$ cat config.mk
export PLATFORM = sky130hd
export DESIGN_NAME = keyed_wake_time_queue
export DESIGN_NICKNAME = d
export VERILOG_FILES = /design/src/kwtq_pkg.sv /design/src/keyed_wake_time_queue.sv
export SDC_FILE = /design/constraint.sdc
export NUM_CORES = 2
export LEC_CHECK = 0
export BUFFER_PORTS_ARGS = -buffer_cell sky130_fd_sc_hd__buf_2
export CORE_ASPECT_RATIO = 0.6
export CORE_MARGIN = 2
export CORE_UTILIZATION = 40
export CTS_BUF_LIST = sky130_fd_sc_hd__clkbuf_16
export CTS_CLUSTER_DIAMETER = 200
export DETAILED_ROUTE_END_ITERATION = 12
export PLACE_DENSITY_LB_ADDON = 0.1
export SLEW_MARGIN = 25
export SYNTH_ARGS = -nofsm -noshare
export SYNTH_HDL_FRONTEND = slang
export SYNTH_SLANG_ARGS = --single-unit
$ cat constraint.sdc
create_clock -name clk -period 15.5 [get_ports clk]
set_input_delay 2.325 -clock clk [delete_from_list [all_inputs] [get_ports clk]]
set_output_delay 2.325 -clock clk [all_outputs]
set_load 0.1 [all_outputs]
$ cat src/kwtq_pkg.sv
// ----------------------------------------------------------------------------
// kwtq_pkg
// Shared sizes, codes and constants of the keyed wake time queue.
// ----------------------------------------------------------------------------
package kwtq_pkg;

  // table size and derived index widths
  localparam int QUEUE_CAPACITY = 32;
  localparam int IDX_W = (QUEUE_CAPACITY > 1) ? $clog2(QUEUE_CAPACITY) : 1;
  localparam int CNT_W = $clog2(QUEUE_CAPACITY + 1);

  // field widths
  localparam int OBJ_W  = 16;
  localparam int TICK_W = 64;

  // due tick that means never wake
  localparam logic [TICK_W-1:0] NEVER_TICK = '1;

  // result status codes
  typedef enum logic [1:0] {
    ST_OK   = 2'd0,
    ST_FULL = 2'd1,
    ST_NONE = 2'd2
  } status_t;

endpackage

$ cat src/keyed_wake_time_queue.sv
// ----------------------------------------------------------------------------
// keyed_wake_time_queue
// Wake time table holding at most one pending tick per object id, with
// schedule/remove and advance-and-drain operations.
// ----------------------------------------------------------------------------
// The block takes one input word at a time and holds item_stall high until
// the last result word of that item has been taken. A schedule word walks
// every table slot once through the compare logic (one slot per cycle, set
// by the single read port of the slot memories) and gives one result word.
// An advance word makes the same walk to pick out due entries, then walks
// the table again for each woken object to find the lowest remaining id, and
// gives one result word per woken object (one ST_NONE word when nothing is
// due). Schedules with object id zero skip the walk and answer in the cycle
// after the input word is taken. After the last result word is taken the
// block returns to idle before it takes the next input word. While
// result_stall is high the block holds its current result word.
module keyed_wake_time_queue
  import kwtq_pkg::*;
(
  input  logic              clk,
  input  logic              rst,
  input  logic              item_valid,
  output logic              item_stall,
  input  logic              kind,
  input  logic [OBJ_W-1:0]  object_id,
  input  logic [TICK_W-1:0] due_tick,
  input  logic [TICK_W-1:0] current_tick,
  output logic              result_valid,
  input  logic              result_stall,
  output logic [1:0]        status,
  output logic [OBJ_W-1:0]  woken_object,
  output logic              last
);

  typedef enum logic [1:0] {
    S_IDLE,
    S_SCAN,
    S_FIND,
    S_RESULT
  } state_t;

  state_t                    state;
  logic [CNT_W-1:0]          cnt;
  logic                      kind_r;
  logic [OBJ_W-1:0]          obj_r;
  logic [TICK_W-1:0]         tick_r;
  logic [QUEUE_CAPACITY-1:0] slot_valid;
  logic [QUEUE_CAPACITY-1:0] mark;
  logic                      found;
  logic [IDX_W-1:0]          free_idx;
  logic                      have_best;
  logic [OBJ_W-1:0]          best_obj;
  logic [IDX_W-1:0]          best_idx;
  status_t                   st_q;
  logic [OBJ_W-1:0]          woken_q;
  logic                      last_q;

  // slot memories, registered read
  logic [OBJ_W-1:0]  slot_object [QUEUE_CAPACITY];
  logic [TICK_W-1:0] slot_due    [QUEUE_CAPACITY];
  logic [OBJ_W-1:0]  rd_obj;
  logic [TICK_W-1:0] rd_due;

  logic [IDX_W-1:0]          rd_addr;
  logic [IDX_W-1:0]          p;
  logic                      proc;
  logic                      scan_end;
  logic                      hit;
  logic                      free_here;
  logic                      take_free;
  logic                      due_hit;
  logic                      wr_en;
  logic [IDX_W-1:0]          wr_idx;
  logic                      take_best;
  logic [OBJ_W-1:0]          fin_obj;
  logic [IDX_W-1:0]          fin_idx;
  logic [QUEUE_CAPACITY-1:0] rest;

  // scan addressing: read slot cnt, process slot cnt-1 in the next cycle
  assign rd_addr  = IDX_W'(cnt);
  assign p        = IDX_W'(cnt - CNT_W'(1));
  assign proc     = (cnt != '0);
  assign scan_end = (cnt == CNT_W'(QUEUE_CAPACITY));

  // schedule side: match on object id, first slot free after removal
  assign hit       = slot_valid[p] && (rd_obj == obj_r);
  assign free_here = !slot_valid[p] || hit;
  assign take_free = proc && !found && free_here;
  assign wr_idx    = found ? free_idx : p;
  assign wr_en     = (state == S_SCAN) && !kind_r && scan_end &&
                     (found || take_free) && (tick_r != NEVER_TICK);

  // advance side: due check against the current tick
  assign due_hit = slot_valid[p] && (rd_due <= tick_r);

  // lowest marked object id search
  assign take_best = proc && mark[p] && (!have_best || (rd_obj < best_obj));
  assign fin_obj   = take_best ? rd_obj : best_obj;
  assign fin_idx   = take_best ? p : best_idx;

  always_comb begin
    rest = mark;
    rest[fin_idx] = 1'b0;
  end

  // slot memory write and read
  always_ff @(posedge clk) begin
    if (wr_en) begin
      slot_object[wr_idx] <= obj_r;
      slot_due[wr_idx]    <= tick_r;
    end
    rd_obj <= slot_object[rd_addr];
    rd_due <= slot_due[rd_addr];
  end

  // sequencer, table flags and result register
  always_ff @(posedge clk) begin
    if (rst) begin
      state      <= S_IDLE;
      slot_valid <= '0;
      mark       <= '0;
      cnt        <= '0;
      found      <= 1'b0;
      have_best  <= 1'b0;
    end else begin
      unique case (state)
        S_IDLE: begin
          if (item_valid) begin
            kind_r <= kind;
            obj_r  <= object_id;
            tick_r <= kind ? current_tick : due_tick;
            cnt    <= '0;
            found  <= 1'b0;
            if (!kind && (object_id == '0)) begin
              st_q    <= ST_OK;
              woken_q <= '0;
              last_q  <= 1'b1;
              state   <= S_RESULT;
            end else begin
              state <= S_SCAN;
            end
          end
        end

        S_SCAN: begin
          cnt <= cnt + CNT_W'(1);
          if (proc) begin
            if (kind_r) begin
              if (due_hit) begin
                slot_valid[p] <= 1'b0;
                mark[p]       <= 1'b1;
              end
            end else begin
              if (hit) begin
                slot_valid[p] <= 1'b0;
              end
              if (take_free) begin
                found    <= 1'b1;
                free_idx <= p;
              end
            end
          end
          if (scan_end) begin
            if (kind_r) begin
              if ((|mark) || due_hit) begin
                cnt       <= '0;
                have_best <= 1'b0;
                state     <= S_FIND;
              end else begin
                st_q    <= ST_NONE;
                woken_q <= '0;
                last_q  <= 1'b1;
                state   <= S_RESULT;
              end
            end else begin
              // new entry goes in after any removal of the old one
              if (wr_en) begin
                slot_valid[wr_idx] <= 1'b1;
              end
              st_q    <= ((tick_r == NEVER_TICK) || found || take_free) ? ST_OK : ST_FULL;
              woken_q <= '0;
              last_q  <= 1'b1;
              state   <= S_RESULT;
            end
          end
        end

        S_FIND: begin
          cnt <= cnt + CNT_W'(1);
          if (take_best) begin
            have_best <= 1'b1;
            best_obj  <= rd_obj;
            best_idx  <= p;
          end
          if (scan_end) begin
            st_q    <= ST_OK;
            woken_q <= fin_obj;
            last_q  <= (rest == '0);
            mark    <= rest;
            state   <= S_RESULT;
          end
        end

        S_RESULT: begin
          if (!result_stall) begin
            if (last_q) begin
              state <= S_IDLE;
            end else begin
              cnt       <= '0;
              have_best <= 1'b0;
              state     <= S_FIND;
            end
          end
        end

        default: state <= S_IDLE;
      endcase
    end
  end

  // ports
  assign item_stall   = (state != S_IDLE);
  assign result_valid = (state == S_RESULT);
  assign status       = st_q;
  assign woken_object = woken_q;
  assign last         = last_q;

endmodule

* Yosys cells after proc, flatten, opt, wreduce, memory -nomap -nowiden *
Memories as Yosys holds them, arrays and structs flattened. A register that Yosys moved wholly into a read port is not among the register bits.
Cells that the tools add are included.

word-level totals
  register bits after elaboration = 200
  bits in latches = 0
  bits in writable memories = 2560
  memory bits (read-only) = 0
  input bits = 149
  output and inout port bits = 21
  logic and storage cells = 180
  memories = 2

memories
  name         words  width  rd ports  clocked after Yosys merged registers in  wr ports  RTL line                     source
  slot_due     32     64     1         1                                        1         keyed_wake_time_queue.sv:60  logic [TICK_W-1:0] slot_due [QUEUE_CAPACITY];
  slot_object  32     16     1         1                                        1         keyed_wake_time_queue.sv:59  logic [OBJ_W-1:0] slot_object [QUEUE_CAPACITY];

cells by class
  $add $sub $neg = 2
  $mul = 0
  divide/modulo/power cells = 0
  order comparisons = 8
  equality and inequality tests = 21
  shift operators = 0
  muxes and demuxes = 80
  bitwise logic cells = 8
  reduce and logical (&&, ||, !) cells = 44

operators by type and width
  kind                  count
  $mux 32               13
  $mux 16               7
  $and 32x32->32        2
  $eq 64x64->1 const B  1
  $le 64x64->1          1
  $mux 64               1
  $ne 64x64->1 const B  1
  $not 32->32           2
  $or 32x32->32         2
  $pmux 32 s2           1
  $pmux 16 s3           1
  $mux 6                6
  $logic_not 32->1      1
  $reduce_or 32->1      1
  $mux 2                13
  $mux 1                25
  $ne 2x2->1 const B    12
  $pmux 6 s4            1
  $lt 5x6->1 const B    3
  $eq 16x16->1          1
  $logic_not 16->1      1
  $lt 16x16->1          1
  $demux 1 s5           3
  $ge 5x1->1 const B    3
  26 further kinds      60

* Depth between registers and ports, before layout *
  word-level depth = 16
  gate-level depth with buffers = 20
  depth with buffers taken out = 14

* Worst setup path after synthesis *
No wires, ideal clock.

  path kind = reg-to-reg
  start point = register cnt[0]
  end point = memory slot_due[13][0] (enable)
  library setup time = 0.521 ns
  arrival = 6.624 ns
  data required time = 14.979 ns
  path slack = 8.355 ns
  stages on the path, launching flop included = 14
  buffers on the path = 3
  clock period less this slack = 7.145 ns
  cells stage by stage = dfxtp_1 > buf_6 > buf_6 > buf_2 > inv_1 > ha_1 > mux4_2 > mux4_1 > mux2i_1 > o22ai_1 > nand2b_1 > nor4b_2 > nand2_1 > nor2_1

on the way
  word-level cells in the longest chain between the ends = 11
  elaborated cells between the ends (all ways) = 17
  classes of those cells = 1 x add/sub; 1 x eq/ne; 5 x mux; 10 x reduce/logical

ends and longest elaborated chain
  what                                                  RTL line                                                  source
  start: declaration                                    keyed_wake_time_queue.sv:43                               logic [CNT_W-1:0] cnt;
  start signal: assignment                              keyed_wake_time_queue.sv:146                              cnt <= cnt + CNT_W'(1);
  start signal: assignment                              keyed_wake_time_queue.sv:189                              cnt <= cnt + CNT_W'(1);
  $sub 5x1->5 (*)                                       keyed_wake_time_queue.sv:81                               assign p = IDX_W'(cnt - CNT_W'(1));
  net p[0]                                              keyed_wake_time_queue.sv:65                               logic [IDX_W-1:0] p;
  $bmux 1 s5                                            keyed_wake_time_queue.sv:86, keyed_wake_time_queue.sv:87
  $mux 1 (implied by the code)                          keyed_wake_time_queue.sv:86, keyed_wake_time_queue.sv:87
  $logic_not 1->1 or $logic_and 1x1->1 (tied branches)  keyed_wake_time_queue.sv:87, keyed_wake_time_queue.sv:86
  $logic_or 1x1->1                                      keyed_wake_time_queue.sv:87                               assign free_here = !slot_valid[p] || hit;
  $logic_and 1x1->1                                     keyed_wake_time_queue.sv:88                               assign take_free = proc && !found && free_here;
  $logic_or 1x1->1                                      keyed_wake_time_queue.sv:91                               (found || take_free) && (tick_r != NEVER_TICK);
  $logic_and 1x1->1                                     keyed_wake_time_queue.sv:90                               assign wr_en = (state == S_SCAN) && !kind_r && scan_end &&
  $logic_and 1x1->1                                     keyed_wake_time_queue.sv:91
  $mux 1                                                keyed_wake_time_queue.sv:108                              if (wr_en) begin
  $mux 1 (implied by the code)                          keyed_wake_time_queue.sv:110                              slot_due[wr_idx] <= tick_r;
  end: declaration                                      keyed_wake_time_queue.sv:60

Mark *: on every way through the listed nets, which the timed path passes. The rest lies on a longest branch. The select of a mux whose other input is x is not followed.

* Final worst setup path *
  start point = register cnt[0]
  end point = memory slot_due[22][47] (enable)

Same word-level chain as after synthesis.

==> flow_summary_export.csv <==
group,metric,value,unit
clock_tree,cts_tree,"done",
routing,antenna_left,0,
sta,holdWs,481,ps
synth,synthFlopType,"edfxtp_1",
die,die_h,411,um
grt,grt_pass1_vias,52848,
pwr,ir_worst_vdd,0.0879,mV
sta,clock_skew,38.5,ps
sta,layout_min_cycle_time,6290,ps
synth,synth_adder_area_share,0.985,%
layout,fin_util,45.8,%
synth,synth_top_family_by_area,"multiplexers",
synth,synth_compound_area_share,2.04,%
setup_path,r2r_cells,13,
setup_path,crit_type,"flop to flop",
sta,timing.fmax,0.159,GHz
placed_design,gp_congestion,0.926,
synth,syn_nets,5156,
setup_path,crit_fanout,42,
clock_tree,cts_setup_buffers,0,
synth,yosysUniqueCellTypes,75,
setup_path,crit_path_start_kind,"flop",
sta,tightest_slew,1070,ps
run,drv_cap,0,
routing,routed_via_density,5.68,
worst_hold_path,worst_hold_path.endpoint,"slot_valid[15]",
layout,fill_cells,22951,
routing,via_count,52556,
setup_path,r2r_start,"cnt[0]",
clock_tree,cts-buffers-inserted,278,
synth,yosys.area_share.simple,1.48,%
synth,async_reset_ff_share,0,%
sta,post-route-period-util,40.6,%
layout,multiInputGateArea,25600,um^2
synth,synth.top_cell.area_share,73.0,%
sta,slew_headroom,29.0,%
layout,nets,5566,
clock_tree,root_buffer,"clkbuf_16",
synth,synth_xor_area_share,0.135,%
die,die_x,683,um
die,pin_count,170,
die,design.core.area,275000,um^2
pwr,p_per_area,135,nW/um^2
clock_tree,cts.clk_slew.worst_paths,60,ps
setup_path,rrSetupSlack,9210,ps
setup_path,timing.rr.end,"slot_due[22][47]",
die,dieArea,281000,um^2
pwr,leakagePower,38.9,nW
synth,ys_top_cells_by_count,"2686 x edfxtp_1, 812 x mux4_2, 162 x clkbuf_1",
grt,gr-total-overflow,0,
synth,synth_top_area_cell,"edfxtp_1",
routing,drtPass1Iterations,5,
clock_tree,htree_levels,5,
setup_path,critPathCaptureType,"flop",
grt,grt_pass1_wl,419000,um
synth,ys_top_cells_by_area,"edfxtp_1 73%, mux4_2 17%, dfxtp_1 2.8%",
clock_tree,cts_resized,0,
clock_tree,clock-sinks,2840,
synth,syn_area_per_cell,22.5,um^2
die,floorplan.initialDensity,40.2,%
grt,grt_max_degree,134,
synth,ys_ff_latch,2840,
routing,drc,0,
sta,grt_setup_unrepaired,"no",
worst_hold_path,hold_class,"flop to flop",
setup_path,required,15970,ps
sta,finalSetupViolCount,0,
grt,grt_usage,21.1,%
outcome,outcome,"finished, final reports clean",
synth,synth_edf_count,2686,
clock_tree,insertion_delay,850,ps
clock_tree,clk_path_buf_depth,4,
sta,final.setup.tns,0,ps
layout,syn_to_final_growth,13.8,%
routing,wl_per_cell,32.2,um
synth,yosysMostFrequentCell,"edfxtp_1",
synth,synth_cells,4920,
worst_hold_path,hold_depth,2,
pwr,power,17.0,mW
sta,hold_viol,0,
worst_hold_path,min_from,"slot_valid[15]",
sta,maxSlewViolCount,0,
layout,drive_above_1_share,32.0,%
layout,seq_area,83800,um^2
synth,synth_area,111000,um^2
synth,yosysWarnings,0,
setup_path,arrival,6750,ps
routing,routed_wl,297000,um
placed_design,numPortBuffers,169,
routing,drtIter0Drc,5804,
grt,antenna_found_initial,14,
synth,synth.mux.area_fraction,18.3,%
die,rows,149,
synth,seq_area_frac_synth,75.8,%
clock_tree,cts-hold-fix-buffers,0,
placed_design,dpl.hpwl,162000,um
[registers in the layout, summed over array words and instances, names as in the netlist]
register,cells
slot_due,2048
slot_object,512
rd_due,64
tick_r,64
mark,32
slot_valid,32
best_obj,16
obj_r,16
rd_obj,16
woken_object,16
cnt,6
best_idx,5
free_idx,5
state,2
status,2
found,1
have_best,1
kind_r,1
last,1
[worst max-delay path by stage]
| stage | start | to | slack [ps] | cells past startpoint |
|---|---|---|---|---|
| 2_1_floorplan | cnt[0] | slot_due[13][0] | 8360 | 13 |
| 3_3_place_gp | cnt[0] | slot_object[7][3] | 8610 | 12 |
| 3_5_place_dp | cnt[0] | slot_due[22][55] | 9100 | 13 |
| 4_1_cts | cnt[0] | slot_due[22][53] | 9100 | 13 |
| 5_1_grt | cnt[0] | slot_due[22][47] | 8810 | 13 |
| 6_report | cnt[0] | slot_due[22][47] | 9210 | 13 |
[layer usage]
metal  GRT usage (%)  part of all wire, %
met4            4.31                  2.0
met3            4.12                  6.8
met5               0                0.021
met2            30.3                   43
met1            33.4                   48
[layout by cell type (no fill, tap or decap), types with 19 or more instances in the layout]
master        n
o31ai_1      29
edfxtp_1   2686
o31a_1       27
a21o_1       27
nor2_4       30
bufinv_16    21
o21a_1       32
clkinv_1     59
ha_1         87
nor4_1       19
inv_1       192
buf_4       175
dfxtp_1     149
a21oi_1      57
mux4_2      812
o21ai_0      40
buf_2       168
and2_1       21
nand4_1      43
clkinv_2     33
nand2_1      73
clkbuf_16   288
nor2_1       42
mux2_2      150
[power by group]
part           internal, mW  total, mW  leakage [nW]  switching (mW)
Clock                  3.72       6.61          4.54            2.89
Sequential             8.61       8.66          25.4          0.0580
Combinational         0.678       1.73          8.97            1.05
Total                  13.0       17.0          38.9            4.00
[through the flow]
stage | worst slack [ps] | std cells | cell area, um^2
2_1_floorplan | 8360 | 4920 | 111000
3_3_place_gp | 8610 | 8736 | 117000
3_5_place_dp | 9100 | 8743 | 117000
4_1_cts | 9100 | 9235 | 126000
5_1_grt | 8810 | 9241 | 126000
6_report | 9210 | 9245 | 126000
[layout make-up]
cell class              instances  share of cell area (%)
diodes                          4                 0.00796
inverters                     125                   0.401
repair buffers                370                    2.05
well taps                    3699                    3.68
flip-flops and latches       2840                    66.6
clock buffers                 288                    5.73
clock inverters               204                    1.16
multi-input cells            1715                    20.4
[critical path, cell delays in order, from the launching register on]
cell,delay [ps]
dfxtp_4,820
inv_1,300
ha_1,360
buf_4,310
mux4_2,540
mux4_1,560
mux2i_1,280
o22ai_1,160
nand2b_1,210
nor4b_2,400
nand2_1,350
nor2_4,170
buf_4,580
buf_4,710
[cells by family (layout without fill, tap and decap cells)]
group | count (synthesis) | after routing
AOI/OAI and AO/OA | 321 | 321
DFF | 2840 | 2840
and+or+nand+nor | 316 | 316
xor gates and xnor gates | 17 | 17
other | 0 | 4
muxes | 974 | 974
adders and majority gates | 87 | 87
buffers and inverters | 365 | 987
Power figures use the tool's default switching activity.
